File: src/rtl/b64e_pkg.sv
`timescale 1ns / 1ps
// ----------------------------------------------------------------------------
// b64e_pkg
// shared types, constants and the character table of the base64 encoder
// ----------------------------------------------------------------------------
package b64e_pkg;

  typedef struct packed {
    logic [7:0] data_byte;
    logic       message_end;
  } in_req_t;

  typedef struct packed {
    logic [7:0] text_char;
    logic       run_last;
    logic       message_done;
  } out_req_t;

  // one group handed from front to back
  typedef struct packed {
    logic [23:0] bits;   // bytes msb first, zero filled
    logic [1:0]  pad;    // number of '=' characters
    logic        done;   // group closes the message
  } group_t;

  localparam logic [1:0] PHASE_NONE = 2'd0;
  localparam logic [1:0] PHASE_ONE  = 2'd1;
  localparam logic [1:0] PHASE_TWO  = 2'd2;

  localparam logic [1:0] PAD_NONE = 2'd0;
  localparam logic [1:0] PAD_ONE  = 2'd1;
  localparam logic [1:0] PAD_TWO  = 2'd2;

  localparam logic [1:0] CHAR_LAST = 2'd3;

  localparam logic [7:0] PAD_CHAR = 8'h3D;

  // standard alphabet: A-Z a-z 0-9 + /
  function automatic logic [7:0] sextet_char(input logic [5:0] v);
    logic [7:0] c;
    if (v < 6'd26) begin
      c = 8'h41 + {2'b00, v};
    end else if (v < 6'd52) begin
      c = 8'h61 + {2'b00, v} - 8'd26;
    end else if (v < 6'd62) begin
      c = 8'h30 + {2'b00, v} - 8'd52;
    end else if (v == 6'd62) begin
      c = 8'h2B;
    end else begin
      c = 8'h2F;
    end
    return c;
  endfunction

endpackage

File: src/rtl/base64_stream_encoder.sv
`timescale 1ns / 1ps
// ----------------------------------------------------------------------------
// base64_stream_encoder
// streaming base64 encoder, standard alphabet with '=' padding
// ----------------------------------------------------------------------------
// usage
//   input channel: one raw byte per request, message_end set on the last
//   byte of a message. output channel: one ascii character per request,
//   run_last on the fourth character of each group, message_done on the
//   final character of a message.
//   the front gathers bytes into groups of three; a full group, or a partial
//   group closed by message_end, goes into a short queue (QUEUE_DEPTH groups)
//   and the back emits its four characters, one per cycle unless the receiver stalls.
//   the first character of a group passes through the queue and then the
//   output register once the byte that closes the group is accepted; the
//   other three follow on consecutive cycles unless the receiver stalls.
//   throughput: bytes are taken one per cycle until the queue fills; the
//   single character output port sets the sustained rate at four characters
//   per group, and also four characters for a padded group.
//   reset clears the byte phase, empties the queue and drops out_valid.
//   a stalled receiver holds the output character; the back waits, the
//   queue fills, and in_stall rises once the queue is full.
// ----------------------------------------------------------------------------
module base64_stream_encoder #(
  parameter int QUEUE_DEPTH = 2
) (
  input  logic               clk,
  input  logic               rst,
  input  logic               in_valid,
  output logic               in_stall,
  input  b64e_pkg::in_req_t  in_data,
  output logic               out_valid,
  input  logic               out_stall,
  output b64e_pkg::out_req_t out_data
);
  import b64e_pkg::*;

  // front to queue
  logic   q_push;
  group_t q_wdata;
  logic   q_full;
  // queue to back
  logic   q_pop;
  group_t q_head;
  logic   q_nempty;

  // byte gathering and grouping
  b64e_front u_front (
    .clk      (clk),
    .rst      (rst),
    .in_valid (in_valid),
    .in_stall (in_stall),
    .in_data  (in_data),
    .q_full   (q_full),
    .q_push   (q_push),
    .q_data   (q_wdata)
  );

  // decouples byte intake from character output
  b64e_fifo #(
    .DEPTH (QUEUE_DEPTH)
  ) u_fifo (
    .clk       (clk),
    .rst       (rst),
    .push      (q_push),
    .push_data (q_wdata),
    .pop       (q_pop),
    .head      (q_head),
    .full      (q_full),
    .nempty    (q_nempty)
  );

  // character generation, registered output
  b64e_back u_back (
    .clk       (clk),
    .rst       (rst),
    .q_nempty  (q_nempty),
    .q_head    (q_head),
    .q_pop     (q_pop),
    .out_valid (out_valid),
    .out_stall (out_stall),
    .out_data  (out_data)
  );

endmodule

File: src/rtl/b64e_front.sv
`timescale 1ns / 1ps
// ----------------------------------------------------------------------------
// b64e_front
// gathers bytes into groups of three and hands finished groups to the queue
// ----------------------------------------------------------------------------
module b64e_front (
  input  logic              clk,
  input  logic              rst,
  input  logic              in_valid,
  output logic              in_stall,
  input  b64e_pkg::in_req_t in_data,
  input  logic              q_full,
  output logic              q_push,
  output b64e_pkg::group_t  q_data
);
  import b64e_pkg::*;

  logic [1:0] phase;
  logic [7:0] held_first;
  logic [7:0] held_second;
  logic       accept;
  logic [1:0] ph;

  assign in_stall = q_full;
  assign accept   = in_valid && !q_full;

  // unreachable phase 3 behaves as empty
  assign ph = (phase == PHASE_ONE || phase == PHASE_TWO) ? phase : PHASE_NONE;

  always_comb begin
    q_data.done = in_data.message_end;
    case (ph)
      PHASE_ONE: begin
        q_data.bits = {held_first, in_data.data_byte, 8'h00};
        q_data.pad  = PAD_ONE;
        q_push      = accept && in_data.message_end;
      end
      PHASE_TWO: begin
        q_data.bits = {held_first, held_second, in_data.data_byte};
        q_data.pad  = PAD_NONE;
        q_push      = accept;
      end
      default: begin
        q_data.bits = {in_data.data_byte, 16'h0000};
        q_data.pad  = PAD_TWO;
        q_push      = accept && in_data.message_end;
      end
    endcase
  end

  always_ff @(posedge clk) begin
    if (rst) begin
      phase <= PHASE_NONE;
    end else if (accept) begin
      if (q_push) begin
        phase <= PHASE_NONE;
      end else begin
        phase <= ph + 2'd1;
      end
    end
  end

  always_ff @(posedge clk) begin
    if (accept && ph == PHASE_NONE) begin
      held_first <= in_data.data_byte;
    end
    if (accept && ph == PHASE_ONE) begin
      held_second <= in_data.data_byte;
    end
  end

endmodule

File: src/rtl/b64e_fifo.sv
`timescale 1ns / 1ps
// ----------------------------------------------------------------------------
// b64e_fifo
// short group queue between front and back
// ----------------------------------------------------------------------------
module b64e_fifo #(
  parameter int DEPTH = 2
) (
  input  logic             clk,
  input  logic             rst,
  input  logic             push,
  input  b64e_pkg::group_t push_data,
  input  logic             pop,
  output b64e_pkg::group_t head,
  output logic             full,
  output logic             nempty
);
  import b64e_pkg::*;

  localparam int PW = (DEPTH > 1) ? $clog2(DEPTH) : 1;
  localparam int CW = $clog2(DEPTH + 1);

  group_t        slots [DEPTH];
  logic [PW-1:0] wr_ptr;
  logic [PW-1:0] rd_ptr;
  logic [CW-1:0] count;

  assign full   = (count == CW'(DEPTH));
  assign nempty = (count != '0);
  assign head   = slots[rd_ptr];

  always_ff @(posedge clk) begin
    if (rst) begin
      wr_ptr <= '0;
      rd_ptr <= '0;
      count  <= '0;
    end else begin
      if (push) begin
        wr_ptr <= (wr_ptr == PW'(DEPTH - 1)) ? '0 : wr_ptr + PW'(1);
      end
      if (pop) begin
        rd_ptr <= (rd_ptr == PW'(DEPTH - 1)) ? '0 : rd_ptr + PW'(1);
      end
      if (push && !pop) begin
        count <= count + CW'(1);
      end else if (pop && !push) begin
        count <= count - CW'(1);
      end
    end
  end

  always_ff @(posedge clk) begin
    if (push) begin
      slots[wr_ptr] <= push_data;
    end
  end

`ifndef SYNTHESIS
  a_no_overflow: assert property (@(posedge clk) disable iff (rst) push |-> !full || pop)
    else $error("group queue written while full");
  a_no_underflow: assert property (@(posedge clk) disable iff (rst) pop |-> nempty)
    else $error("group queue read while empty");
`endif

endmodule

File: src/rtl/b64e_back.sv
`timescale 1ns / 1ps
// ----------------------------------------------------------------------------
// b64e_back
// expands one queued group into four characters through an output register
// ----------------------------------------------------------------------------
module b64e_back (
  input  logic               clk,
  input  logic               rst,
  input  logic               q_nempty,
  input  b64e_pkg::group_t   q_head,
  output logic               q_pop,
  output logic               out_valid,
  input  logic               out_stall,
  output b64e_pkg::out_req_t out_data
);
  import b64e_pkg::*;

  group_t     cur;
  logic       busy;
  logic [1:0] idx;
  logic       advance;
  logic       produce;
  group_t     sel;
  logic [1:0] sel_idx;
  logic [5:0] sextet;
  logic [2:0] pad_sum;
  out_req_t   char_next;

  assign advance = !out_valid || !out_stall;
  assign produce = advance && (busy || q_nempty);
  assign q_pop   = produce && !busy;

  assign sel     = busy ? cur : q_head;
  assign sel_idx = busy ? idx : 2'd0;

  always_comb begin
    case (sel_idx)
      2'd0:    sextet = sel.bits[23:18];
      2'd1:    sextet = sel.bits[17:12];
      2'd2:    sextet = sel.bits[11:6];
      default: sextet = sel.bits[5:0];
    endcase
  end

  // positions at or past four minus the pad count are '='
  assign pad_sum = {1'b0, sel_idx} + {1'b0, sel.pad};

  always_comb begin
    char_next.text_char    = (pad_sum >= 3'd4) ? PAD_CHAR : sextet_char(sextet);
    char_next.run_last     = (sel_idx == CHAR_LAST);
    char_next.message_done = (sel_idx == CHAR_LAST) && sel.done;
  end

  always_ff @(posedge clk) begin
    if (rst) begin
      busy      <= 1'b0;
      idx       <= 2'd0;
      out_valid <= 1'b0;
    end else begin
      if (advance) begin
        out_valid <= produce;
      end
      if (produce) begin
        if (!busy) begin
          busy <= 1'b1;
          idx  <= 2'd1;
        end else if (idx == CHAR_LAST) begin
          busy <= 1'b0;
          idx  <= 2'd0;
        end else begin
          idx <= idx + 2'd1;
        end
      end
    end
  end

  always_ff @(posedge clk) begin
    if (q_pop) begin
      cur <= q_head;
    end
    if (produce) begin
      out_data <= char_next;
    end
  end

`ifndef SYNTHESIS
  a_busy_idx: assert property (@(posedge clk) disable iff (rst) busy |-> idx != 2'd0)
    else $error("group in progress with character index zero");
  a_done_last: assert property (@(posedge clk) disable iff (rst)
    out_valid && out_data.message_done |-> out_data.run_last)
    else $error("message end flagged on a non-final character");
`endif

endmodule

File: config.mk
export PLATFORM = sky130hd
export DESIGN_NAME = base64_stream_encoder
export DESIGN_NICKNAME = d
export VERILOG_FILES = /design/src/rtl/b64e_pkg.sv /design/src/rtl/base64_stream_encoder.sv /design/src/rtl/b64e_front.sv /design/src/rtl/b64e_fifo.sv /design/src/rtl/b64e_back.sv
export SDC_FILE = /design/constraint.sdc
export NUM_CORES = 1
export LEC_CHECK = 0
export BUFFER_PORTS_ARGS = -buffer_cell sky130_fd_sc_hd__buf_4
export CORE_MARGIN = 4
export CORE_UTILIZATION = 59
export DETAILED_ROUTE_END_ITERATION = 10
export PLACE_DENSITY = 0.77
export SLEW_MARGIN = 15
export SYNTH_ARGS = -nofsm -noshare
export SYNTH_HDL_FRONTEND = slang
export SYNTH_SLANG_ARGS = --single-unit
File: constraint.sdc
create_clock -name clk -period 4.55 [get_ports clk]
set_input_delay 0.91 -clock clk [delete_from_list [all_inputs] [get_ports clk]]
set_output_delay 0.91 -clock clk [all_outputs]
set_load 0.03 [all_outputs]
==> results.md, run 1 <==
- Comb pwr share: 32.7%
- Syn Inst Count: 374
- Nets: 434
- Max incr delay on CP: 800 ps
- Post-synthesis mux area share: 8.983%
- Hold WC Path Type: reg -> reg
- Final worst setup slack: 1057 ps
- Crit Path Max Fanout: 19
- Largest net degree at the start of global routing: 30
- Overall Global Routing Usage: 20.97%
- Worst slack, placed: 1102 ps
- Standard-cell rows: 33
- Syn_area_per_cell: 13.82 um2
- Max-slew violation count: 0
- PostCTS Resize Cnt: 0
- Outcome: finished, final reports clean
- Crit path time final: 3493 ps
- Slowest CP cell: dfxtp_1
- Synth Area in Simple Gates: 9.080%
- Layout area overhead: 17.60%
- Most frequent cells in the layout: 107 x edfxtp_1, 33 x mux2_2, 31 x buf_4, 30 x nand2_1, 27 x nor2_1
- Routability cong.: 0.8504
- Setup CP Type: reg -> reg
- Min Hold Slack: 517.8 ps
- CTS Buffer Depth: 2
- Drt drc: 0
- Post-synth EDFFs: 107
- Worst slew pin tran: 807.1 ps
- Skew-Pair Late Insertion Delay: 510 ps
- Total clock sinks: 118
- Slew HR: 46.19%
- CTS tree: done
- Final Routed Wirelength: 9620 um
- Fmax achieved: 286.3 MHz
- Total of max-cap violations: 0
- Mapped cell area: 5167 um2
- CTS hold repair buffers: 0
- Xor/xnor share of the synthesized area: 1.186%
- Diodes inserted: 0
- GR Overflow Total: 0
- Vias in the first global route: 3170
- Switching share of power: 33.72%
- Worst path cell trace: mux4_2 > mux2i_1 > inv_1 > ha_1 > o21ai_0 > a21o_1 > and2_1 > a211o_1 > o221ai_2
- Main combinational cell family by area after synthesis: simple AND/OR/NAND/NOR gates
- First-pass GRT wire length: 15960 um
- Switching Power: 0.001551 W
- Total CTS buffers: 17
- Initial DRC count: 215
- I/O Pins: 25
- Layout cells sized above 1: 25.24%
- Core box area: 8382 um2
- WL/cell: 18.32 um
- Die width: 101.6 um
- Initial DRT Pass Iterations: 5
- Post-CTS Setup Inserts: 0
- Adder-cell share of the synthesized area: 3.390%
- Leak pwr: 2.222 nW
- Syn. warnings: 0
- Met3 GRT Util: 6.129%
- Period utilization: 76.78%
- Arrival @ worst endpoint: 3720 ps
- Via count: 3071
- Distinct cells, synth: 45
- Post-synthesis sequential area ratio: 66.44%
- Die area: 10320 um2
- Routed vias/inst: 5.850
- Worst-path clk slew: 60 ps
- Initial Utilization: 61.65%
- RSZ-0062 raised after global routing: no
- Final antenna-violating net count: 0
- Met2 GRT Util: 32.55%
- Top FF cell, synth: edfxtp_1
- H-Tree Depth: 4
- Initial antenna violation count: 0
- Post-synth ARST share: 0%
- Dpl hpwl: 6460 um
- Mapped Nets: 401
- Worst Setup Start Kind: flip-flop
- Clock Skew: 17.01 ps
- Gr busiest metal: met2
- I/O Buffers: 24
- Pwr Total: 0.004600 W
- Setup TNS: 0 ps
- #FFs+latches synth: 118
- Clock Power Share: 29.3%
- Synth Area in Compound Gates: 8.281%
- Endpoints failing setup: 0
- Most common cell after layout, fill and taps aside: edfxtp_1
- Met1 Use GR: 26.86%
- Worst Setup End Kind: flip-flop
- Die H: 101.6 um
- VDD IR max: 0.4049 mV
- P_int: 0.003049 W
- Sequential Power Share: 38.0%
- Worst EP required: 4770 ps
- Clock root buffer: clkbuf_8
- Cell area power density: 757.0 nW/um2
- Final hold viol count: 0
[final timing paths]
| kind | start | cells after the start | endpoint | slack (ps) |
|---|---|---|---|---|
| min | u_fifo.count[1]$_SDFFE_PP0P_ | 2 | u_fifo.count[1]$_SDFFE_PP0P_ | 520 |
| max reg2reg | u_back.idx[0]$_SDFFE_PP0P_ | 9 | u_back.out_data[7]$_SDFFCE_PP1P_ | 1060 |
| max | u_back.idx[0]$_SDFFE_PP0P_ | 9 | u_back.out_data[7]$_SDFFCE_PP1P_ | 1060 |
| min reg2reg | u_fifo.count[1]$_SDFFE_PP0P_ | 2 | u_fifo.count[1]$_SDFFE_PP0P_ | 520 |
[routing by layer]
layer,up-vias,wire [um]
met5,-,0
met4,0,238
met3,20,540
met2,109,4722
met1,1479,4119
li1,1463,-
[worst max-delay path: cells and delay by family, from the launching register on]
kind            cells  cell delay [ps]
buf+inv             1              200
mux                 2              990
simple gates        1              290
flops               1              800
fa+ha+maj           1              290
compound gates      4              620
[Yosys cell counts (2+ instances only)]
master,number,area (um2)
mux2_2,33,371.6
a21oi_1,10,50.05
edfxtp_1,107,3213
a21o_1,2,15.01
mux4_2,3,67.56
a22oi_1,9,67.56
buf_1,2,7.510
o22ai_1,2,12.51
o32ai_1,2,17.52
nand2b_1,3,18.77
xnor2_1,5,43.79
a222oi_1,2,20.02
o211ai_1,3,22.52
or3_1,3,18.77
a31oi_1,3,18.77
nand3_1,5,25.02
o21ai_0,18,90.09
a211oi_1,3,22.52
xor2_1,2,17.52
ha_1,14,175.2
nand2_1,30,112.6
nor3_1,8,40.04
and3_1,3,18.77
clkbuf_1,13,48.80
nor2_1,28,105.1
dfxtp_1,11,220.2
inv_1,17,63.81
nor2b_1,5,31.28
and2_1,12,75.07
[registers in the layout, summed over array words and instances, names as in the netlist, 2 cells and up, named ones only]
register,count
u_fifo.slots,54
u_back.out_data,10
u_front.held_second,8
u_front.held_first,8
u_front.phase,2
u_fifo.count,2
u_back.cur,27
u_back.idx,2
[power by group through the flow]
stage                     Combinational [W]  Clock, W  Sequential, W
after floorplan                     0.00105         0        0.00178
after global placement              0.00148         0        0.00176
after detailed placement            0.00148         0        0.00177
after CTS                           0.00150   0.00136        0.00175
after global routing                0.00167   0.00142        0.00178
final                               0.00150   0.00135        0.00175
[cells by family (layout without fill, tap and decap cells)]
kind of cell	after synthesis	in the layout
buffers and inverters	34	80
AOI/OAI and AO/OA	63	63
xor gates and xnor gates	7	7
adders and majority gates	14	14
muxes	38	38
and+or+nand+nor	100	100
DFF	118	118
[per-stage QoR]
| stage | util, % | std cells | area, um2 |
|---|---|---|---|
| after global placement | 65.19 | 493 | 5464 |
| after CTS | 72.50 | 525 | 6077 |
| final | 72.50 | 525 | 6077 |
| after floorplan | - | 374 | 5167 |
| after global routing | 72.50 | 525 | 6077 |
| after detailed placement | 65.19 | 493 | 5464 |
[cell type report]
| cell class | count | area, um2 |
|---|---|---|
| multi-input combinational | 222 | 1603 |
| tap | 105 | 131.4 |
| clock inverter | 13 | 171.4 |
| fill | 530 | 2305 |
| inverter | 17 | 63.81 |
| clock buffer | 19 | 441.7 |
| sequential | 118 | 3433 |
| timing repair buffer | 31 | 232.7 |
(Power assumes the default switching activity.)
==> inputs of run 2 (changes only) <==
==> constraint.sdc (replaced) <==
create_clock -name clk -period 3.6 [get_ports clk]
set_input_delay 0.72 -clock clk [delete_from_list [all_inputs] [get_ports clk]]
set_output_delay 0.72 -clock clk [all_outputs]
set_load 0.03 [all_outputs]
==> results.md, run 2 (synthesized netlist as in run 1, its figures left out) <==
- Outcome: finished, final reports clean
- Die width: 101.6 um (unchanged)
- Final Routed Wirelength: 9631 um (+0.11%)
- Worst path cell trace: mux4_2 > mux2i_1 > inv_1 > ha_1 > o21ai_0 > a21o_1 > and2_1 > nor3_1 > o31ai_1
- Max-slew violation count: 0 (unchanged)
- Clock root buffer: clkbuf_8
- Worst Setup End Kind: flip-flop
- Largest register by flop count: u_fifo.slots
- Post-placement cell area: 5492 um2 (+0.50%)
- Most frequent cells in the layout: 107 x edfxtp_1, 33 x mux2_2, 32 x buf_4, 30 x nand2_1, 27 x nor2_1
- Total CTS buffers: 17 (unchanged)
- Endpoints failing setup: 0 (unchanged)
- Worst slack, placed: 440.4 ps (-661.4 ps)
- Most common cell after layout, fill and taps aside: edfxtp_1
- Vias in the first global route: 3163 (-0.22%)
- RSZ-0062 raised after global routing: no
- Reg2reg end: u_back.out_data[5]$_SDFFCE_PP1P_
- Largest regs: u_fifo.slots (54), u_back.cur (27), u_back.out_data (10)
- Layout cells sized above 1: 24.41% (-0.83 points)
- Post-Place Cells: 495 (+0.41%)
- I/O Pins: 25 (unchanged)
- FF-to-FF setup slack: 420 ps (-630 ps)
- Via count: 3113 (+1.4%)
- Final worst setup slack: 424.5 ps (-632.2 ps)
- Setup CP Type: reg -> reg
- Diodes inserted: 0 (unchanged)
- Nets: 436 (+0.46%)
- First-pass GRT wire length: 16110 um (+0.95%)
- Max incr delay on CP: 550 ps (-250 ps)
- Post-CTS Setup Inserts: 0 (unchanged)
- Arrival @ worst endpoint: 3480 ps (-240 ps)
- Crit path time final: 3176 ps (-317.8 ps)
- Final antenna-violating net count: 0 (unchanged)
- WHS Path Cells: 1 (-1)
- Layout area overhead: 16.66%
- Number of fillers in the final layout: 515 (-2.8%)
- Total of max-cap violations: 0 (unchanged)
- Clock Skew: 7.219 ps (-9.791 ps)
- Largest net degree at the start of global routing: 30 (unchanged)
- Cell area power density: 936.1 nW/um2 (+24%)
- Initial antenna violation count: 0 (unchanged)
- VDD IR max: 0.4310 mV (+6.4%)
- Max reg flops: 54 (unchanged)
- Skew-Pair Late Insertion Delay: 490 ps (-20 ps)
- Drt drc: 0 (unchanged)
- H-Tree Depth: 4 (unchanged)
- R2R Path Start: u_back.idx[1]$_SDFFE_PP0P_
- WHS Endpoint: u_front.held_second[4]$_DFFE_PP_
- Worst-path clk slew: 60 ps (about the same)
- R2R depth: 9 (unchanged)
- Slowest CP cell: dfxtp_1
- PostCTS Resize Cnt: 0 (unchanged)
- Worst slew pin tran: 737.7 ps (-69.42 ps)
- Non-Filler Instances: 527 (+0.38%)
- GR Overflow Total: 0 (unchanged)
- Period utilization: 88.21% (+11 points)
- Leak pwr: 2.207 nW (-0.68%)
- Post-route cell area: 6028 um2 (-0.80%)
- Initial DRT Pass Iterations: 5 (unchanged)
- Hold WC Path Type: in -> reg
- CTS tree: done
- Worst EP required: 3900 ps (-870 ps)
- Standard-cell rows: 33 (unchanged)
- Final hold viol count: 0 (unchanged)
- Initial Utilization: 61.65% (unchanged)
- Core box area: 8382 um2 (unchanged)
- Die H: 101.6 um (unchanged)
- Dpl hpwl: 6406 um (-0.83%)
- Crit Path Max Fanout: 9 (-10)
- Routability cong.: 0.8499 (about the same)
- Setup TNS: 0 ps (unchanged)
- Fmax achieved: 314.9 MHz (+10%)
- I/O Buffers: 24 (unchanged)
- CTS Buffer Depth: 2 (unchanged)
- Slew HR: 50.82% (+4.6 points)
- Overall Global Routing Usage: 20.84% (-0.13 points)
- Hold wc startpoint: in_data[5]
- Total clock sinks: 118 (unchanged)
- Initial DRC count: 232 (+7.9%)
- Die area: 10320 um2 (unchanged)
- Worst Setup Start Kind: flip-flop
- Min Hold Slack: 434.5 ps (-83.30 ps)
- WL/cell: 18.28 um (-0.27%)
- CTS hold repair buffers: 0 (unchanged)
- Routed vias/inst: 5.907 (+0.98%)
## run 2: cell types whose count changed in the layout (fill, tap and decap cells not counted), moves of 2 or more
cell,change
clkbuf_1,+4
clkinv_2,+3
bufinv_16,-2
clkinv_4,-2
clkinvlp_4,-2
inv_6,-2
## run 2: worst max-delay path by stage
stage                                           from                               end  slack [ps]
final                     u_back.idx[1]$_SDFFE_PP0P_  u_back.out_data[5]$_SDFFCE_PP1P_         420
after global routing      u_back.idx[1]$_SDFFE_PP0P_  u_back.out_data[5]$_SDFFCE_PP1P_          80
after CTS                 u_back.idx[1]$_SDFFE_PP0P_  u_back.out_data[5]$_SDFFCE_PP1P_         420
after detailed placement  u_back.idx[1]$_SDFFE_PP0P_  u_back.out_data[5]$_SDFFCE_PP1P_         440
after global placement    u_back.idx[1]$_SDFFE_PP0P_  u_back.out_data[5]$_SDFFCE_PP1P_         410
after floorplan             u_back.busy$_SDFFE_PP0P_      u_fifo.count[1]$_SDFFE_PP0P_         350
## run 2: final cells by class
cell class,instances,area (um2),area share [%]
clock buffer,23,456.7,7.576
multi-input combinational,222,1603,26.59
tap,105,131.4,2.179
sequential,118,3433,56.95
inverter,17,63.81,1.059
timing repair buffer,33,260.3,4.317
clock inverter,9,80.08,1.328
## run 2: power by group
part           internal (W)  switching [W]  total (W)
Clock              0.000945       0.000551    0.00150
Combinational      0.000768        0.00121    0.00198
Sequential          0.00201       0.000160    0.00217
## run 2: layer usage
metal,vias to the layer above,track usage (%),wire length (um)
met5,-,0,0
met4,0,9.611,288
met3,23,5.028,473
met2,105,34.05,4759
met1,1515,26.42,4110
li1,1470,-,-
## run 2: critical path, delay by kind of cell, from the launching register on
family          cells  cell delay [ps]
mux                 2              820
compound gates      3              650
simple gates        2              410
flops               1              550
buf+inv             1              230
fa+ha+maj           1              320
## run 2: through the flow
step	total power, W	utilization, %
2_1_floorplan	0.003573	-
3_3_place_gp	0.004121	65.52
3_5_place_dp	0.004148	65.52
4_1_cts	0.005659	71.92
5_1_grt	0.005988	71.92
6_report	0.005643	71.92
==> inputs of run 3 (changes only) <==
--- a/config.mk
+++ b/config.mk
@@ -6,9 +6,10 @@
 export NUM_CORES = 1
 export LEC_CHECK = 0
 export BUFFER_PORTS_ARGS = -buffer_cell sky130_fd_sc_hd__buf_4
-export CORE_MARGIN = 4
+export CORE_MARGIN = 3
 export CORE_UTILIZATION = 59
 export DETAILED_ROUTE_END_ITERATION = 10
+export MAX_ROUTING_LAYER = met4
 export PLACE_DENSITY = 0.77
 export SLEW_MARGIN = 15
 export SYNTH_ARGS = -nofsm -noshare
==> results.md, run 3 (synthesized netlist as in run 1, its figures left out) <==
- Outcome: finished, final reports clean
- Final Routed Wirelength: 10190 um (+5.8%)
- Overall Global Routing Usage: 23.13% (+2.3 points)
- Post-Place Cells: 497 (+0.40%)
- Max-slew violation count: 0 (unchanged)
- CTS tree: done
- Worst slack, placed: 525.0 ps (+84.66 ps)
- Initial DRC count: 154 (-34%)
- VDD IR max: 0.4797 mV (+11%)
- CTS Buffer Depth: 2 (unchanged)
- CP Buf/Inv Count: 2 (+1)
- Total clock sinks: 118 (unchanged)
- Most frequent CP cell: nor2_1
- Worst Setup End Kind: flip-flop
- Total CTS buffers: 17 (unchanged)
- Routability cong.: 0.8996 (+5.8%)
- Worst-path clk slew: 60 ps (about the same)
- Final antenna-violating net count: 0 (unchanged)
- Setup CP Type: reg -> reg
- Largest net degree at the start of global routing: 30 (unchanged)
- Vias in the first global route: 3264 (+3.2%)
- Clock Skew: 15.89 ps (+8.671 ps)
- Skew-Pair Late Insertion Delay: 510 ps (+20 ps)
- PostCTS Resize Cnt: 0 (unchanged)
- Initial DRT Pass Iterations: 4 (-1)
- Initial antenna violation count: 0 (unchanged)
- Die area: 9917 um2 (-3.9%)
- Clock root buffer: clkbuf_8
- Layout area overhead: 17.12%
- Slew HR: 47.12% (-3.7 points)
- GR Overflow Total: 0 (unchanged)
- CTS hold repair buffers: 0 (unchanged)
- Standard-cell rows: 33 (unchanged)
- Crit path time final: 3096 ps (-79.22 ps)
- Hold WC Path Type: in -> reg
- Largest register by flop count: u_fifo.slots
- First-pass GRT wire length: 16750 um (+4.0%)
- Die H: 99.59 um (-2.0%)
- Worst path cell trace: buf_4 > mux4_2 > nor2_1 > nor2_1 > inv_1 > ha_1 > o21ai_0 > a21o_1 > and2_1 > o311ai_0 > o211ai_1
- Cell area power density: 942.1 nW/um2 (+0.64%)
- Non-Filler Instances: 529 (+0.38%)
- I/O Pins: 25 (unchanged)
- Slowest CP cell: mux4_2
- Arrival @ worst endpoint: 3310 ps (-170 ps)
- Final worst setup slack: 503.7 ps (+79.22 ps)
- H-Tree Depth: 4 (unchanged)
- Final hold viol count: 0 (unchanged)
- Diodes inserted: 0 (unchanged)
- Worst slew pin tran: 793.2 ps (+55.52 ps)
- Crit Path Max Fanout: 18 (+9)
- Layout cells sized above 1: 25.71% (+1.3 points)
- Largest regs: u_fifo.slots (54), u_back.cur (27), u_back.out_data (10)
- Most common cell after layout, fill and taps aside: edfxtp_1
- Nets: 438 (+0.46%)
- Die width: 99.59 um (-2.0%)
- Routed vias/inst: 5.922 (+0.26%)
- WL/cell: 19.26 um (+5.4%)
- Dpl hpwl: 6874 um (+7.3%)
- Max reg flops: 54 (unchanged)
- Endpoints failing setup: 0 (unchanged)
- Leak pwr: 2.220 nW (+0.58%)
- Worst EP required: 3820 ps (-80 ps)
- Worst Setup Start Kind: flip-flop
- Setup TNS: 0 ps (unchanged)
- Max incr delay on CP: 520 ps (-30 ps)
- Period utilization: 86.01% (-2.2 points)
- Core box area: 8341 um2 (-0.49%)
- Most frequent cells in the layout: 107 x edfxtp_1, 34 x buf_4, 33 x mux2_2, 30 x nand2_1, 27 x nor2_1
- I/O Buffers: 24 (unchanged)
- Fmax achieved: 323.0 MHz (+2.6%)
- RSZ-0062 raised after global routing: no
- Initial Utilization: 61.96% (+0.31 points)
- Total of max-cap violations: 0 (unchanged)
- Drt drc: 0 (unchanged)
- Via count: 3133 (+0.64%)
- CP delay by family, top: compound AO/OA/AOI/OAI gates
- Post-CTS Setup Inserts: 0 (unchanged)
run 3: metrics by stage:
| stage | hold slack [ps] | utilization, % | total power [W] | cell area, um2 |
|---|---|---|---|---|
| global route | 402.5 | 72.56 | 0.006021 | 6052 |
| floorplan | 472.0 | - | 0.003573 | 5167 |
| finish | 427.4 | 72.56 | 0.005701 | 6052 |
| CTS | 407.3 | 72.56 | 0.005728 | 6052 |
| detailed placement | 505.6 | 66.02 | 0.004188 | 5507 |
| global placement | 483.0 | 66.02 | 0.004160 | 5507 |
run 3: worst reg2reg max path, delay by kind of cell, from the launching register on:
kind	cells	cell delay, ps
AO/OA/AOI/OAI	4	860
multiplexers	1	530
AND/OR/NAND/NOR	3	510
buffers and inverters	2	420
flip-flops	1	340
adder cells (fa/ha/maj)	1	160
run 3: final timing paths:
path	start	end	slack (ps)	depth (start not counted)
setup / recovery	u_back.idx[0]$_SDFFE_PP0P_	u_back.out_data[4]$_SDFFCE_PP1P_	500	11
hold / removal	in_data[2]	u_front.held_first[1]$_DFFE_PP_	430	1
setup reg to reg	u_back.idx[0]$_SDFFE_PP0P_	u_back.out_data[4]$_SDFFCE_PP1P_	500	11
hold reg to reg	u_fifo.count[1]$_SDFFE_PP0P_	u_fifo.count[1]$_SDFFE_PP0P_	520	2
run 3: area by class of cell:
cell class / instances / area [um2]
Sequential cell: 118 / 3433
Fill cell: 507 / 2288
Multi-Input combinational cell: 222 / 1603
Clock buffer: 17 / 414.1
Timing Repair Buffer: 35 / 275.3
Clock inverter: 15 / 131.4
Tap cell: 105 / 131.4
Inverter: 17 / 63.81
run 3: power breakdown:
group	total (W)	internal, W	switching, W
registers	0.00219	0.00201	0.000180
clock network	0.00151	0.000914	0.000601
logic	0.00200	0.000777	0.00122
run 3: per-layer routing:
layer	GRT usage [%]	up-vias	part of all wire [%]
met3	5.259	22	3.9
met1	27.51	1535	43
met4	10.40	0	2.8
met5	-	-	0
li1	-	1466	-
met2	37.86	110	50
